### src/rtl/ihpl_pkg.sv
// Shared types, register codes and reset values for the IMU heater PID loop.
// No dependencies; every other file imports this package.
`timescale 1ns / 1ps
`default_nettype none

package ihpl_pkg;

    // Default number of fraction bits in the gains and the PID terms
    localparam int GAIN_FRAC_BITS_DEF = 16;

    // Configuration port widths
    localparam int CFG_IDX_W  = 4;
    localparam int CFG_DATA_W = 24;

    // Register indexes
    localparam logic [CFG_IDX_W-1:0] REG_SETPOINT       = 4'd0;
    localparam logic [CFG_IDX_W-1:0] REG_GAIN_P         = 4'd1;
    localparam logic [CFG_IDX_W-1:0] REG_GAIN_I         = 4'd2;
    localparam logic [CFG_IDX_W-1:0] REG_GAIN_D         = 4'd3;
    localparam logic [CFG_IDX_W-1:0] REG_OUTPUT_LIMIT   = 4'd4;
    localparam logic [CFG_IDX_W-1:0] REG_INTEGRAL_LIMIT = 4'd5;
    localparam logic [CFG_IDX_W-1:0] REG_UPDATE_DIVIDER = 4'd6;
    localparam logic [CFG_IDX_W-1:0] REG_TEMP_OFFSET    = 4'd7;

    // Reset values
    localparam logic signed [12:0] SETPOINT_RST       = 13'sd320;
    localparam logic [23:0]        GAIN_P_RST         = 24'd13107200;
    localparam logic [23:0]        GAIN_I_RST         = 24'd1638;
    localparam logic [23:0]        GAIN_D_RST         = 24'd0;
    localparam logic [15:0]        OUTPUT_LIMIT_RST   = 16'd4499;
    localparam logic [15:0]        INTEGRAL_LIMIT_RST = 16'd4399;
    localparam logic [7:0]         UPDATE_DIVIDER_RST = 8'd1;
    localparam logic signed [10:0] TEMP_OFFSET_RST    = 11'sd184;

    // Datapath widths
    localparam int TEMP_W = 12;   // measured temperature
    localparam int ERR_W  = 15;   // error and error difference
    localparam int PROD_W = 40;   // 25-bit signed gain times 15-bit signed error

    typedef struct packed {
        logic signed [12:0] setpoint;
        logic [23:0]        gain_p;
        logic [23:0]        gain_i;
        logic [23:0]        gain_d;
        logic [15:0]        output_limit;
        logic [15:0]        integral_limit;
        logic [7:0]         update_divider;
        logic signed [10:0] temp_offset;
    } ihpl_cfg_t;

    // Products handed from the front stage to the back stage
    typedef struct packed {
        logic signed [PROD_W-1:0] pterm;
        logic signed [PROD_W-1:0] iprod;
        logic signed [PROD_W-1:0] dterm;
        logic signed [TEMP_W-1:0] temperature;
    } ihpl_mid_t;

endpackage

`default_nettype wire

### src/rtl/ihpl_cfg_regs.sv
// Configuration register file for the IMU heater PID loop.
// Depends on ihpl_pkg.
`timescale 1ns / 1ps
`default_nettype none

module ihpl_cfg_regs
    import ihpl_pkg::*;
(
    input  wire logic                  clk,
    input  wire logic                  rst_n,
    input  wire logic                  wr_en,
    input  wire logic [CFG_IDX_W-1:0]  wr_index,
    input  wire logic [CFG_DATA_W-1:0] wr_data,
    output ihpl_cfg_t                  cfg
);

    ihpl_cfg_t cfg_reg;
    ihpl_cfg_t cfg_next;

    always_comb
    begin
        cfg_next = cfg_reg;
        if (wr_en)
        begin
            case (wr_index)
                REG_SETPOINT:       cfg_next.setpoint       = signed'(wr_data[12:0]);
                REG_GAIN_P:         cfg_next.gain_p         = wr_data;
                REG_GAIN_I:         cfg_next.gain_i         = wr_data;
                REG_GAIN_D:         cfg_next.gain_d         = wr_data;
                REG_OUTPUT_LIMIT:   cfg_next.output_limit   = wr_data[15:0];
                REG_INTEGRAL_LIMIT: cfg_next.integral_limit = wr_data[15:0];
                REG_UPDATE_DIVIDER: cfg_next.update_divider = wr_data[7:0];
                REG_TEMP_OFFSET:    cfg_next.temp_offset    = signed'(wr_data[10:0]);
                default:            cfg_next = cfg_reg;   // unmapped index
            endcase
        end
    end

    always_ff @(posedge clk or negedge rst_n)
    begin
        if (!rst_n)
        begin
            cfg_reg.setpoint       <= SETPOINT_RST;
            cfg_reg.gain_p         <= GAIN_P_RST;
            cfg_reg.gain_i         <= GAIN_I_RST;
            cfg_reg.gain_d         <= GAIN_D_RST;
            cfg_reg.output_limit   <= OUTPUT_LIMIT_RST;
            cfg_reg.integral_limit <= INTEGRAL_LIMIT_RST;
            cfg_reg.update_divider <= UPDATE_DIVIDER_RST;
            cfg_reg.temp_offset    <= TEMP_OFFSET_RST;
        end
        else
        begin
            cfg_reg <= cfg_next;
        end
    end

    assign cfg = cfg_reg;

endmodule

`default_nettype wire

### src/rtl/ihpl_front.sv
// Front stage: input register, temperature, sample divider, error and the
// three gain products, registered for the back stage. Depends on ihpl_pkg.
`timescale 1ns / 1ps
`default_nettype none

module ihpl_front
    import ihpl_pkg::*;
(
    input  wire logic       clk,
    input  wire logic       rst_n,
    input  wire ihpl_cfg_t  cfg,
    // sample channel
    input  wire logic       in_valid,
    output logic            in_ready,
    input  wire logic [7:0] temp_high_byte,
    input  wire logic [7:0] temp_low_byte,
    // towards back stage
    output logic            mid_valid,
    input  wire logic       mid_ready,
    output ihpl_mid_t       mid
);

    logic       in_vld_reg;
    logic       in_vld_next;
    logic [7:0] hi_reg;
    logic [7:0] lo_reg;

    logic [7:0]              wait_cnt_reg;
    logic [7:0]              wait_cnt_next;
    logic signed [ERR_W-1:0] prev_err_reg;
    logic signed [ERR_W-1:0] prev_err_next;

    logic      mid_vld_reg;
    logic      mid_vld_next;
    ihpl_mid_t mid_reg;

    logic signed [10:0]       raw_count;
    logic signed [TEMP_W-1:0] temp_val;
    logic signed [ERR_W-1:0]  err;
    logic signed [ERR_W-1:0]  err_diff;
    logic signed [24:0]       gp;
    logic signed [24:0]       gi;
    logic signed [24:0]       gd;
    logic signed [PROD_W-1:0] pterm;
    logic signed [PROD_W-1:0] iprod;
    logic signed [PROD_W-1:0] dterm;
    logic                     skip;
    logic                     mid_free;
    logic                     s1_go;

    assign raw_count = signed'({hi_reg, lo_reg[7:5]});
    assign temp_val  = TEMP_W'(raw_count) + TEMP_W'(cfg.temp_offset);
    assign err       = ERR_W'(cfg.setpoint) - ERR_W'(temp_val);
    assign err_diff  = err - prev_err_reg;

    assign gp = signed'({1'b0, cfg.gain_p});
    assign gi = signed'({1'b0, cfg.gain_i});
    assign gd = signed'({1'b0, cfg.gain_d});

    assign pterm = gp * err;
    assign iprod = gi * err;
    assign dterm = gd * err_diff;

    // Waiting samples give no result and only advance the counter
    assign skip = (cfg.update_divider > 8'd1) &&
                  (wait_cnt_reg < (cfg.update_divider - 8'd1));

    assign mid_free = !mid_vld_reg || mid_ready;
    assign s1_go    = in_vld_reg && (skip || mid_free);
    assign in_ready = !in_vld_reg || s1_go;

    always_comb
    begin
        in_vld_next   = in_vld_reg;
        wait_cnt_next = wait_cnt_reg;
        prev_err_next = prev_err_reg;
        mid_vld_next  = mid_vld_reg;

        if (mid_ready)
            mid_vld_next = 1'b0;

        if (s1_go)
        begin
            in_vld_next = 1'b0;
            if (skip)
            begin
                wait_cnt_next = wait_cnt_reg + 8'd1;
            end
            else
            begin
                wait_cnt_next = 8'd0;
                prev_err_next = err;
                mid_vld_next  = 1'b1;
            end
        end

        if (in_valid && in_ready)
            in_vld_next = 1'b1;
    end

    always_ff @(posedge clk or negedge rst_n)
    begin
        if (!rst_n)
        begin
            in_vld_reg   <= 1'b0;
            wait_cnt_reg <= '0;
            prev_err_reg <= '0;
            mid_vld_reg  <= 1'b0;
        end
        else
        begin
            in_vld_reg   <= in_vld_next;
            wait_cnt_reg <= wait_cnt_next;
            prev_err_reg <= prev_err_next;
            mid_vld_reg  <= mid_vld_next;
        end
    end

    always_ff @(posedge clk)
    begin
        if (in_valid && in_ready)
        begin
            hi_reg <= temp_high_byte;
            lo_reg <= temp_low_byte;
        end
        if (s1_go && !skip)
        begin
            mid_reg.pterm       <= pterm;
            mid_reg.iprod       <= iprod;
            mid_reg.dterm       <= dterm;
            mid_reg.temperature <= temp_val;
        end
    end

    assign mid_valid = mid_vld_reg;
    assign mid       = mid_reg;

endmodule

`default_nettype wire

### src/rtl/ihpl_back.sv
// Back stage: integral accumulate and clamp, output sum and clamp, duty,
// and the result register. Depends on ihpl_pkg.
`timescale 1ns / 1ps
`default_nettype none

module ihpl_back
    import ihpl_pkg::*;
#(
    parameter int GAIN_FRAC_BITS = GAIN_FRAC_BITS_DEF
)
(
    input  wire logic                clk,
    input  wire logic                rst_n,
    input  wire ihpl_cfg_t           cfg,
    input  wire logic                mid_valid,
    output logic                     mid_ready,
    input  wire ihpl_mid_t           mid,
    output logic                     out_valid,
    input  wire logic                out_ready,
    output logic [15:0]              heater_duty,
    output logic signed [TEMP_W-1:0] temperature
);

    // Integral holds at most the limit scaled by the fraction bits
    localparam int LIM_W = 16 + GAIN_FRAC_BITS + 1;
    localparam int MAG_W = (16 + GAIN_FRAC_BITS > PROD_W - 2) ?
                           16 + GAIN_FRAC_BITS : PROD_W - 2;
    localparam int SUM_W = MAG_W + 3;

    logic signed [LIM_W-1:0] integ_reg;
    logic signed [LIM_W-1:0] integ_next;

    logic                     out_vld_reg;
    logic                     out_vld_next;
    logic [15:0]              duty_reg;
    logic signed [TEMP_W-1:0] temp_reg;

    logic signed [SUM_W-1:0] ilim;
    logic signed [SUM_W-1:0] olim;
    logic signed [SUM_W-1:0] isum;
    logic signed [SUM_W-1:0] iclamp;
    logic signed [SUM_W-1:0] total;
    logic signed [SUM_W-1:0] tclamp;
    logic [15:0]             duty;
    logic                    take;

    assign ilim = signed'(SUM_W'({cfg.integral_limit, {GAIN_FRAC_BITS{1'b0}}}));
    assign olim = signed'(SUM_W'({cfg.output_limit, {GAIN_FRAC_BITS{1'b0}}}));

    assign isum = SUM_W'(integ_reg) + SUM_W'(mid.iprod);

    always_comb
    begin
        if (isum > ilim)
            iclamp = ilim;
        else if (isum < -ilim)
            iclamp = -ilim;
        else
            iclamp = isum;
    end

    assign integ_next = LIM_W'(iclamp);
    assign total      = SUM_W'(mid.pterm) + iclamp + SUM_W'(mid.dterm);

    // Clamp to the output limit, then drop negatives
    always_comb
    begin
        if (total > olim)
            tclamp = olim;
        else if (total < 0)
            tclamp = '0;
        else
            tclamp = total;
    end

    assign duty = tclamp[GAIN_FRAC_BITS +: 16];

    assign mid_ready = !out_vld_reg || out_ready;
    assign take      = mid_valid && mid_ready;

    always_comb
    begin
        out_vld_next = out_vld_reg;
        if (out_ready)
            out_vld_next = 1'b0;
        if (take)
            out_vld_next = 1'b1;
    end

    always_ff @(posedge clk or negedge rst_n)
    begin
        if (!rst_n)
        begin
            integ_reg   <= '0;
            out_vld_reg <= 1'b0;
        end
        else
        begin
            out_vld_reg <= out_vld_next;
            if (take)
                integ_reg <= integ_next;
        end
    end

    always_ff @(posedge clk)
    begin
        if (take)
        begin
            duty_reg <= duty;
            temp_reg <= mid.temperature;
        end
    end

    assign out_valid   = out_vld_reg;
    assign heater_duty = duty_reg;
    assign temperature = temp_reg;

endmodule

`default_nettype wire

### src/rtl/imu_heater_pid_loop_core.sv
// Top level of the IMU heater PID loop: config registers, front and back stages.
// Depends on ihpl_pkg, ihpl_cfg_regs, ihpl_front and ihpl_back.
//
// One temperature sample is taken per transfer on the input channel as two
// raw sensor bytes; the upper byte and the top three bits of the lower byte
// form an 11-bit signed count, to which temp_offset is added to give the
// temperature in eighths of a degree. A wait counter runs the controller once
// every update_divider samples (0 or 1: every sample); a sample that only
// advances the counter produces no result transfer. When the controller runs,
// a positional PID step is taken against setpoint: the integral is clamped to
// +-integral_limit, the total to output_limit, negatives go to zero and the
// integer part is returned as heater_duty together with the temperature.
// Gains carry GAIN_FRAC_BITS fraction bits. The datapath is three registers
// deep (input, products, result); one sample is accepted every cycle as
// long as results are taken, set by the single pass through the product
// and accumulate stages. A result that is not taken holds the result
// register; samples behind it keep moving until each stage is full, and
// only then does the input stall. Configuration writes are always accepted
// and must be issued while the block is idle; writes to an index above
// seven are dropped.
`timescale 1ns / 1ps
`default_nettype none

module imu_heater_pid_loop_core
    import ihpl_pkg::*;
#(
    parameter int GAIN_FRAC_BITS = GAIN_FRAC_BITS_DEF
)
(
    input  wire logic                  clk,
    input  wire logic                  rst_n,
    // configuration write channel
    input  wire logic                  cfg_valid,
    output logic                       cfg_ready,
    input  wire logic [CFG_IDX_W-1:0]  cfg_index,
    input  wire logic [CFG_DATA_W-1:0] cfg_data,
    // sample channel
    input  wire logic                  in_valid,
    output logic                       in_ready,
    input  wire logic [7:0]            temp_high_byte,
    input  wire logic [7:0]            temp_low_byte,
    // result channel
    output logic                       out_valid,
    input  wire logic                  out_ready,
    output logic [15:0]                heater_duty,
    output logic signed [TEMP_W-1:0]   temperature
);

    ihpl_cfg_t cfg;
    ihpl_mid_t mid;
    logic      mid_valid;
    logic      mid_ready;

    // Register file takes a write whenever one is offered, so it never stalls a transfer
    assign cfg_ready = 1'b1;

    ihpl_cfg_regs u_cfg (
        .clk      (clk),
        .rst_n    (rst_n),
        .wr_en    (cfg_valid && cfg_ready),
        .wr_index (cfg_index),
        .wr_data  (cfg_data),
        .cfg      (cfg)
    );

    // Temperature, divider, error and products
    ihpl_front u_front (
        .clk            (clk),
        .rst_n          (rst_n),
        .cfg            (cfg),
        .in_valid       (in_valid),
        .in_ready       (in_ready),
        .temp_high_byte (temp_high_byte),
        .temp_low_byte  (temp_low_byte),
        .mid_valid      (mid_valid),
        .mid_ready      (mid_ready),
        .mid            (mid)
    );

    // Integral, clamps and result register
    ihpl_back #(
        .GAIN_FRAC_BITS (GAIN_FRAC_BITS)
    ) u_back (
        .clk         (clk),
        .rst_n       (rst_n),
        .cfg         (cfg),
        .mid_valid   (mid_valid),
        .mid_ready   (mid_ready),
        .mid         (mid),
        .out_valid   (out_valid),
        .out_ready   (out_ready),
        .heater_duty (heater_duty),
        .temperature (temperature)
    );

endmodule

`default_nettype wire

### config.mk
export PLATFORM = sky130hd
export DESIGN_NAME = imu_heater_pid_loop_core
export DESIGN_NICKNAME = d
export VERILOG_FILES = /design/src/rtl/ihpl_pkg.sv /design/src/rtl/ihpl_cfg_regs.sv /design/src/rtl/ihpl_front.sv /design/src/rtl/ihpl_back.sv /design/src/rtl/imu_heater_pid_loop_core.sv
export SDC_FILE = /design/constraint.sdc
export NUM_CORES = 2
export LEC_CHECK = 0
export ABC_AREA = 1
export BUFFER_PORTS_ARGS = -buffer_cell sky130_fd_sc_hd__buf_2
export CAP_MARGIN = 15
export CORE_ASPECT_RATIO = 1.2
export CORE_MARGIN = 1.5
export CORE_UTILIZATION = 30
export CTS_CLUSTER_SIZE = 12
export DETAILED_ROUTE_END_ITERATION = 10
export PLACE_DENSITY = 0.44
export RECOVER_POWER = 100
export REMOVE_ABC_BUFFERS = 1
export SETUP_SLACK_MARGIN = 0.5
export SLEW_MARGIN = 5
export SYNTH_ARGS = -nofsm -noshare
export SYNTH_HDL_FRONTEND = slang
export SYNTH_SLANG_ARGS = --single-unit
### constraint.sdc
create_clock -name clk -period 10.2 [get_ports clk]
set_clock_uncertainty 0.15 [all_clocks]
set_input_delay 2.04 -clock clk [delete_from_list [all_inputs] [get_ports clk]]
set_output_delay 2.04 -clock clk [all_outputs]
set_load 0.02 [all_outputs]
# Word level (Yosys, flattened, before mapping)
# Index checks and enable logic that the tools add are counted.
word_totals:
  latchBits: 0
  ram_bits: 0
  rom_bits: 0
  in_bits: 49
  memories: 0
  reg_bits: 370
  word_cells: 85
op_classes:
  n_shift: 0
  magnitude_cmp: 6
  bitwise_logic: 1
  eq_ne: 7
  n_addsub: 9
  reduce_logical: 25
  muxes: 12
  n_div: 0
  multipliers: 3
op_table:
  columns: ["cell", "count"]
  rows:
  - ["41-bit by 33-bit > comparator with 1-bit output", 2]
  - ["41-bit 2-to-1 mux", 2]
  - ["25-bit by 14-bit multiplier with 39-bit output", 2]
  - ["32-bit 2-to-1 mux", 2]
  - ["33-bit by 40-bit adder with 41-bit output", 1]
  - ["40-bit by 41-bit adder with 41-bit output", 1]
  - ["41-bit by 40-bit adder with 41-bit output", 1]
  - ["41-bit by 1-bit < comparator with 1-bit output (second input constant)", 1]
  - ["41-bit < comparator", 1]
  - ["32-bit negator with 41-bit output", 1]
  - ["25-bit by 15-bit multiplier with 40-bit output", 1]
  - ["2-bit AND reduction", 9]
  - ["4-bit by 3-bit == test with 1-bit output (second input constant)", 4]
  - ["14-bit by 14-bit subtractor with 15-bit output", 1]
  - ["13-bit by 12-bit subtractor with 14-bit output", 1]
  - ["11-bit by 11-bit adder with 12-bit output", 1]
  - ["8-bit by 1-bit adder with 8-bit output (second input constant)", 1]
  - ["4-bit by 2-bit == test with 1-bit output (second input constant)", 2]
  - ["8-bit by 1-bit > comparator with 1-bit output (second input constant)", 1]
  - ["8-bit < comparator", 1]
  - ["8-bit 2-to-1 mux", 1]
  - ["8-bit by 1-bit subtractor with 8-bit output (second input constant)", 1]
  - ["1-bit 2-to-1 mux", 7]
  - ["1-bit logical AND", 5]
  - ["6 further kinds", 13]

# Depth between registers and ports, before layout
logic_depth:
  word_depth: 9
  depth_mapped: 63

# Modules after synthesis
# A second synthesis with hierarchy kept.
unflattened:
  cells_unflattened: 7268
  hier_area_um2: 58534.9
by_module_without_submodules:
  columns: ["module", "area_per_inst_um2", "seq_area_each_um2", "n_inst", "cells_per_inst"]
  rows:
  - ["ihpl_front", 41947.7, 4834.6, 1, 4983]
  - ["ihpl_back", 11006.8, 1691.6, 1, 1659]
  - ["ihpl_cfg_regs", 5569.1, 3439.5, 1, 624]
  - ["imu_heater_pid_loop_core", 11.3, 0.0, 1, 2]

# Worst setup path after synthesis
# OpenSTA, ideal clock, no wires.
synth_path:
  path_type: "register to register"
  start: "register u_cfg.cfg_reg (netlist bit u_cfg.cfg[0])"
  end: "register u_front.mid_reg (netlist bit u_front.mid[51]) (data pin)"
  setup_ns: 0.260
  arrival_ns: 9.504
  path_slack_ns: 0.286
  n_path_buf: 2
  stages_incl_launch_ff: 50
  t_required_ns: 9.790
  path_cell_list: "dfrtp_1 > ha_1 > fa_1 > xor2_1 > inv_1 > ha_1 > nand3_1 > and2_1 > or2_2 > nand2_1 > a21oi_1 > or2_2 > nand2_1 > clkinv_1 > clkbuf_1 > ha_1 > nand2_1 > o21ai_0 > [14 not listed] > inv_1 > fa_1 > inv_1 > ha_1 > nand2_1 > nor2_1 > inv_1 > nor3_1 > nand3_1 > nand3_1 > nand2_1 > o211ai_1 > nand3_1 > nand2_1 > nand2_1 > nand3b_1 > o21ai_0 > xnor2_1"
synth_between:
  elab_chain_cells: 4
synth_rtl:
  columns: ["item", "line", "rtl"]
  rows:
  - ["start: declaration", "ihpl_cfg_regs.sv:17", "ihpl_cfg_t cfg_reg;"]
  - ["start signal: assignment", "ihpl_cfg_regs.sv:54", "cfg_reg <= cfg_next;"]
  - ["11-bit by 11-bit adder with 12-bit output", "ihpl_front.sv:52", "assign temp_val = TEMP_W'(raw_count) + TEMP_W'(cfg.temp_offset);"]
  - ["named net u_front.temp_val[2]", "ihpl_front.sv:38", "logic signed [TEMP_W-1:0] temp_val;"]
  - ["13-bit by 12-bit subtractor with 14-bit output", "ihpl_front.sv:53", "assign err = ERR_W'(cfg.setpoint) - ERR_W'(temp_val);"]
  - ["named net u_front.err[5]", "ihpl_front.sv:39", "logic signed [ERR_W-1:0] err;"]
  - ["14-bit by 14-bit subtractor with 15-bit output", "ihpl_front.sv:54", "assign err_diff = err - prev_err_reg;"]
  - ["25-bit by 15-bit multiplier with 40-bit output", "ihpl_front.sv:62", "assign dterm = gd * err_diff;"]
  - ["named net u_front.dterm[39]", "ihpl_front.sv:46", "logic signed [PROD_W-1:0] dterm;"]
  - ["end: declaration", "ihpl_front.sv:35", "ihpl_mid_t mid_reg;"]
# The timed path passes the listed nets, and every way through them passes these cells.
# A chain may end at the register's enable or synchronous reset.

# Worst setup path in the final report
layout_path:
  start: "register u_front.lo_reg[7]"
  end: "register u_front.mid_reg (netlist bit u_front.mid[49]) (data pin)"
layout_between:
  elab_chain_cells: 4
layout_rtl:
  columns: ["item", "line", "rtl"]
  rows:
  - ["start: declaration", "ihpl_front.sv:26", "logic [7:0] lo_reg;"]
  - ["start signal: assignment", "ihpl_front.sv:124", "lo_reg <= temp_low_byte;"]
  - ["11-bit by 11-bit adder with 12-bit output", "ihpl_front.sv:52", null]
  - ["13-bit by 12-bit subtractor with 14-bit output", "ihpl_front.sv:53", null]
  - ["14-bit by 14-bit subtractor with 15-bit output", "ihpl_front.sv:54", null]
  - ["25-bit by 15-bit multiplier with 40-bit output", "ihpl_front.sv:62", null]
  - ["named net u_front.dterm[37]", "ihpl_front.sv:46", null]
# The timed path passes the listed nets, and every way through them passes these cells.

==> results_dict.tcl <==
set metrics [dict create \
    status "finished with violations" \
    violated_checks "max-capacitance violations, max-slew violations" \
    xor_xnor_cell_area_share_of_the_yosys_netlist_pct 2.91 \
    timing.critical_path.fanout_max 5 \
    pin_count_of_the_biggest_net_entering_global_routing 113 \
    slew_of_the_pin_with_the_lowest_slew_margin_ns 5.66 \
    yosys.area_share.simple_pct 18.0 \
    yosys.cell_types.count 60 \
    crit_path_end_kind "flip-flop" \
    routedWlPerCell_um 21.2 \
    height_of_the_chip_um 478 \
    cts_buffer_depth 3 \
    port_buffers 73 \
    initial_core_util_pct 30.2 \
    cts_made_buffers 51 \
    area.growth.synth_to_final_pct 18.0 \
    grt_first_pass_wirelength_mm 309 \
    holdBufCountCts 0 \
    multiInputGateArea_um2 41900 \
    cp.required_ns 10.46 \
    clock.fmax_mhz 102 \
    final_layout_size_suffix_gt1_share_pct 13.4 \
    post_synth_fa_ha_maj_area_fraction_pct 42.8 \
    highest_layer "met5" \
    detailedPlacementHpwl_mm 168 \
    detail_route.wirelength.met1_mm 89.1 \
    grt.overflow.total 0 \
    post_synth_inst_count 6964 \
    avgViaCountPerCell 4.75 \
    grt_setup_unrepaired "yes" \
    wirelength_mm 209 \
    drt_iter0_drc 2664 \
    ctsRootBufferMaster "clkbuf_16" \
    die-area_um2 191000 \
    worst_slew_margin_rel_pct -277 \
    drc 0 \
    final_max_slew_viol_count 478 \
    mostFrequentLayoutCells "nand2_1, inv_1, fa_1" \
    report.final.hold_viol_count 0 \
    min_period_over_period_pct 95.9 \
    portion_of_netlist_area_occupied_by_mux_cells_pct 0 \
    fin_crit_ns 9.78 \
    sequential_element_share_of_the_synthesized_area_pct 17.6 \
    setup_viol 0 \
    critPathLaunchType "flip-flop" \
    syn_avg_cell_area_um2 8.11 \
    clkSlewWorstSetupHoldPaths_ns 0.06 \
    clock_sink_count 363 \
    synth-compound-area-share_pct 7.12 \
    flip_flop_count_of_the_largest_register_all_copies_and_words_added 136 \
    core.rowCount 174 \
    critPathSlowestCell "fa_1" \
    core_area_um2 187000 \
    slowest_stage_delay_on_critical_path_ns 0.57 \
    tritoncts_clock_tree "built" \
    via_count 46900 \
    mostFrequentLayoutCell "nand2_1" \
    hold_ws_ns 0.269 \
    routabilityCongestion 0.927 \
    yosys_warnings 0 \
    worst_hold_path_type "flip-flop to flip-flop" \
    fillCellCount 19900 \
    cp_data_arrival_time_ns 10.04 \
    clock_insertion_delay_worst_skew_ns 0.68 \
    wl_met2_mm 102 \
    grt_use_total_pct 21.8 \
    register_area_um2 9970 \
    synth.cell_area_um2 56500 \
    num-nets-final 8827 \
    cts_htree_levels 2 \
    crit_buf_inv 14 \
    ant_nets 0 \
    die_width_um 399 \
    drv_cap 10 \
    routed-wl-met3_mm 10.0 \
    vias_in_the_first_global_route 49000 \
    worst-setup-path-type "flip-flop to flip-flop" \
    postSynthRegisterBits 363 \
    ios 80 \
    largest_family_of_logic_cells_by_synthesized_area "adder cells" \
    grt_antenna_before_repair 15 \
    cp_common_cell "fa_1" \
    cpLargestDelayFamily "adder cells" \
    drt_pass1_iterations 6 \
]
layout make-up:
type                       count  area share, %
clock buffer                  66           2.07
sequential                   363           14.9
multi-input combinational   4886           62.8
antenna                       10         0.0375
tap                         2464           4.62
clock inverter                30          0.580
timing repair buffer         551           6.45
inverter                    1505           8.53
worst register-to-register path, delay by kind of cell, from the launching register on:
| family | cells | cell delay [ns] |
|---|---|---|
| DFF | 1 | 0.42 |
| buffers and inverters | 14 | 1.60 |
| xor gates and xnor gates | 3 | 0.45 |
| AOI/OAI and AO/OA | 8 | 1.08 |
| and+or+nand+nor | 16 | 1.69 |
| adders and majority gates | 10 | 4.07 |
per-stage QoR:
stage	area, um2	setup WS [ns]	TNS, ns	util [%]	instances
floorplan	55600	-0.571	-5.17	-	6754
global placement	62300	-0.240	-1.50	33.3	9676
detailed placement	62300	-0.236	-1.47	33.3	9676
CTS	65200	0.479	0	34.8	9821
global route	66700	-0.0644	-0.194	35.6	9868
finish	66700	0.420	0	35.6	9875
what timing repair did:
| action | 4_1_cts | 5_1_grt |
|---|---|---|
| gates cloned | 1 | 4 |
| resized for setup | 170 | 293 |
| endpoints found under the setup margin | 56 | 58 |
| pin swaps | 70 | 138 |
| buffers inserted | 48 | 39 |
cell families after synthesis:
logic type | Yosys count
simple gates | 2546
buf+inv | 1715
fa+ha+maj | 1420
compound gates | 732
flops | 363
xor+xnor | 187
other cells | 1
synth_stat cells (all sizes together):
cell	instances	area, um2
xnor2	53	464
o31ai	3	22.5
a31o	1	8.76
a21boi	6	48.8
o211ai	19	143
nor3b	1	7.51
dfstp	29	762
a22oi	1	7.51
fa	854	17100
nor2	675	2580
clkbuf	172	646
o2111ai	6	52.6
xor2	134	1180
nand3b	11	82.6
o21bai	23	176
a221oi	4	35.0
or2	17	106
a31oi	29	181
nand4	37	253
o21ai	317	1590
and2	6	37.5
inv	1497	5620
nand2	1600	6050
a21oi	282	1430
nand3	135	706
nor3	49	245
o2111a	1	11.3
ha	566	7080
nor4	10	68.8
a21o	14	105
conb	1	3.75
clkinv	8	30.0
o21a	11	82.6
edfxtp	169	5070
and3	5	31.3
o41ai	1	8.76
buf	38	234
o221ai	6	52.6
dfrtp	165	4130
a211oi	8	60.1
worst paths after layout:
check	start	endpoint	depth (start not counted)	slack, ns
min	u_front.mid[3]	u_back.temperature[3]	0	0.27
max reg2reg	u_front.lo_reg[7]	u_front.mid[49]	51	0.42
min in group asynchronous	rst_n	u_cfg.cfg[6]	1	3.30
max in group asynchronous	rst_n	u_cfg.cfg[89]	1	3.36
min reg2reg	u_front.mid[3]	u_back.temperature[3]	0	0.27
max	u_front.lo_reg[7]	u_front.mid[49]	51	0.42
metal layers:
metal	vias up	global-route usage [%]
met1	23600	27.8
met2	1102	37.8
li1	22000	-
met3	275	3.01
met5	-	0
met4	2	7.07
Power is left out: the tool's default activity adds up to more than one toggle a clock period on the data nets, which glitch-free logic cannot reach.
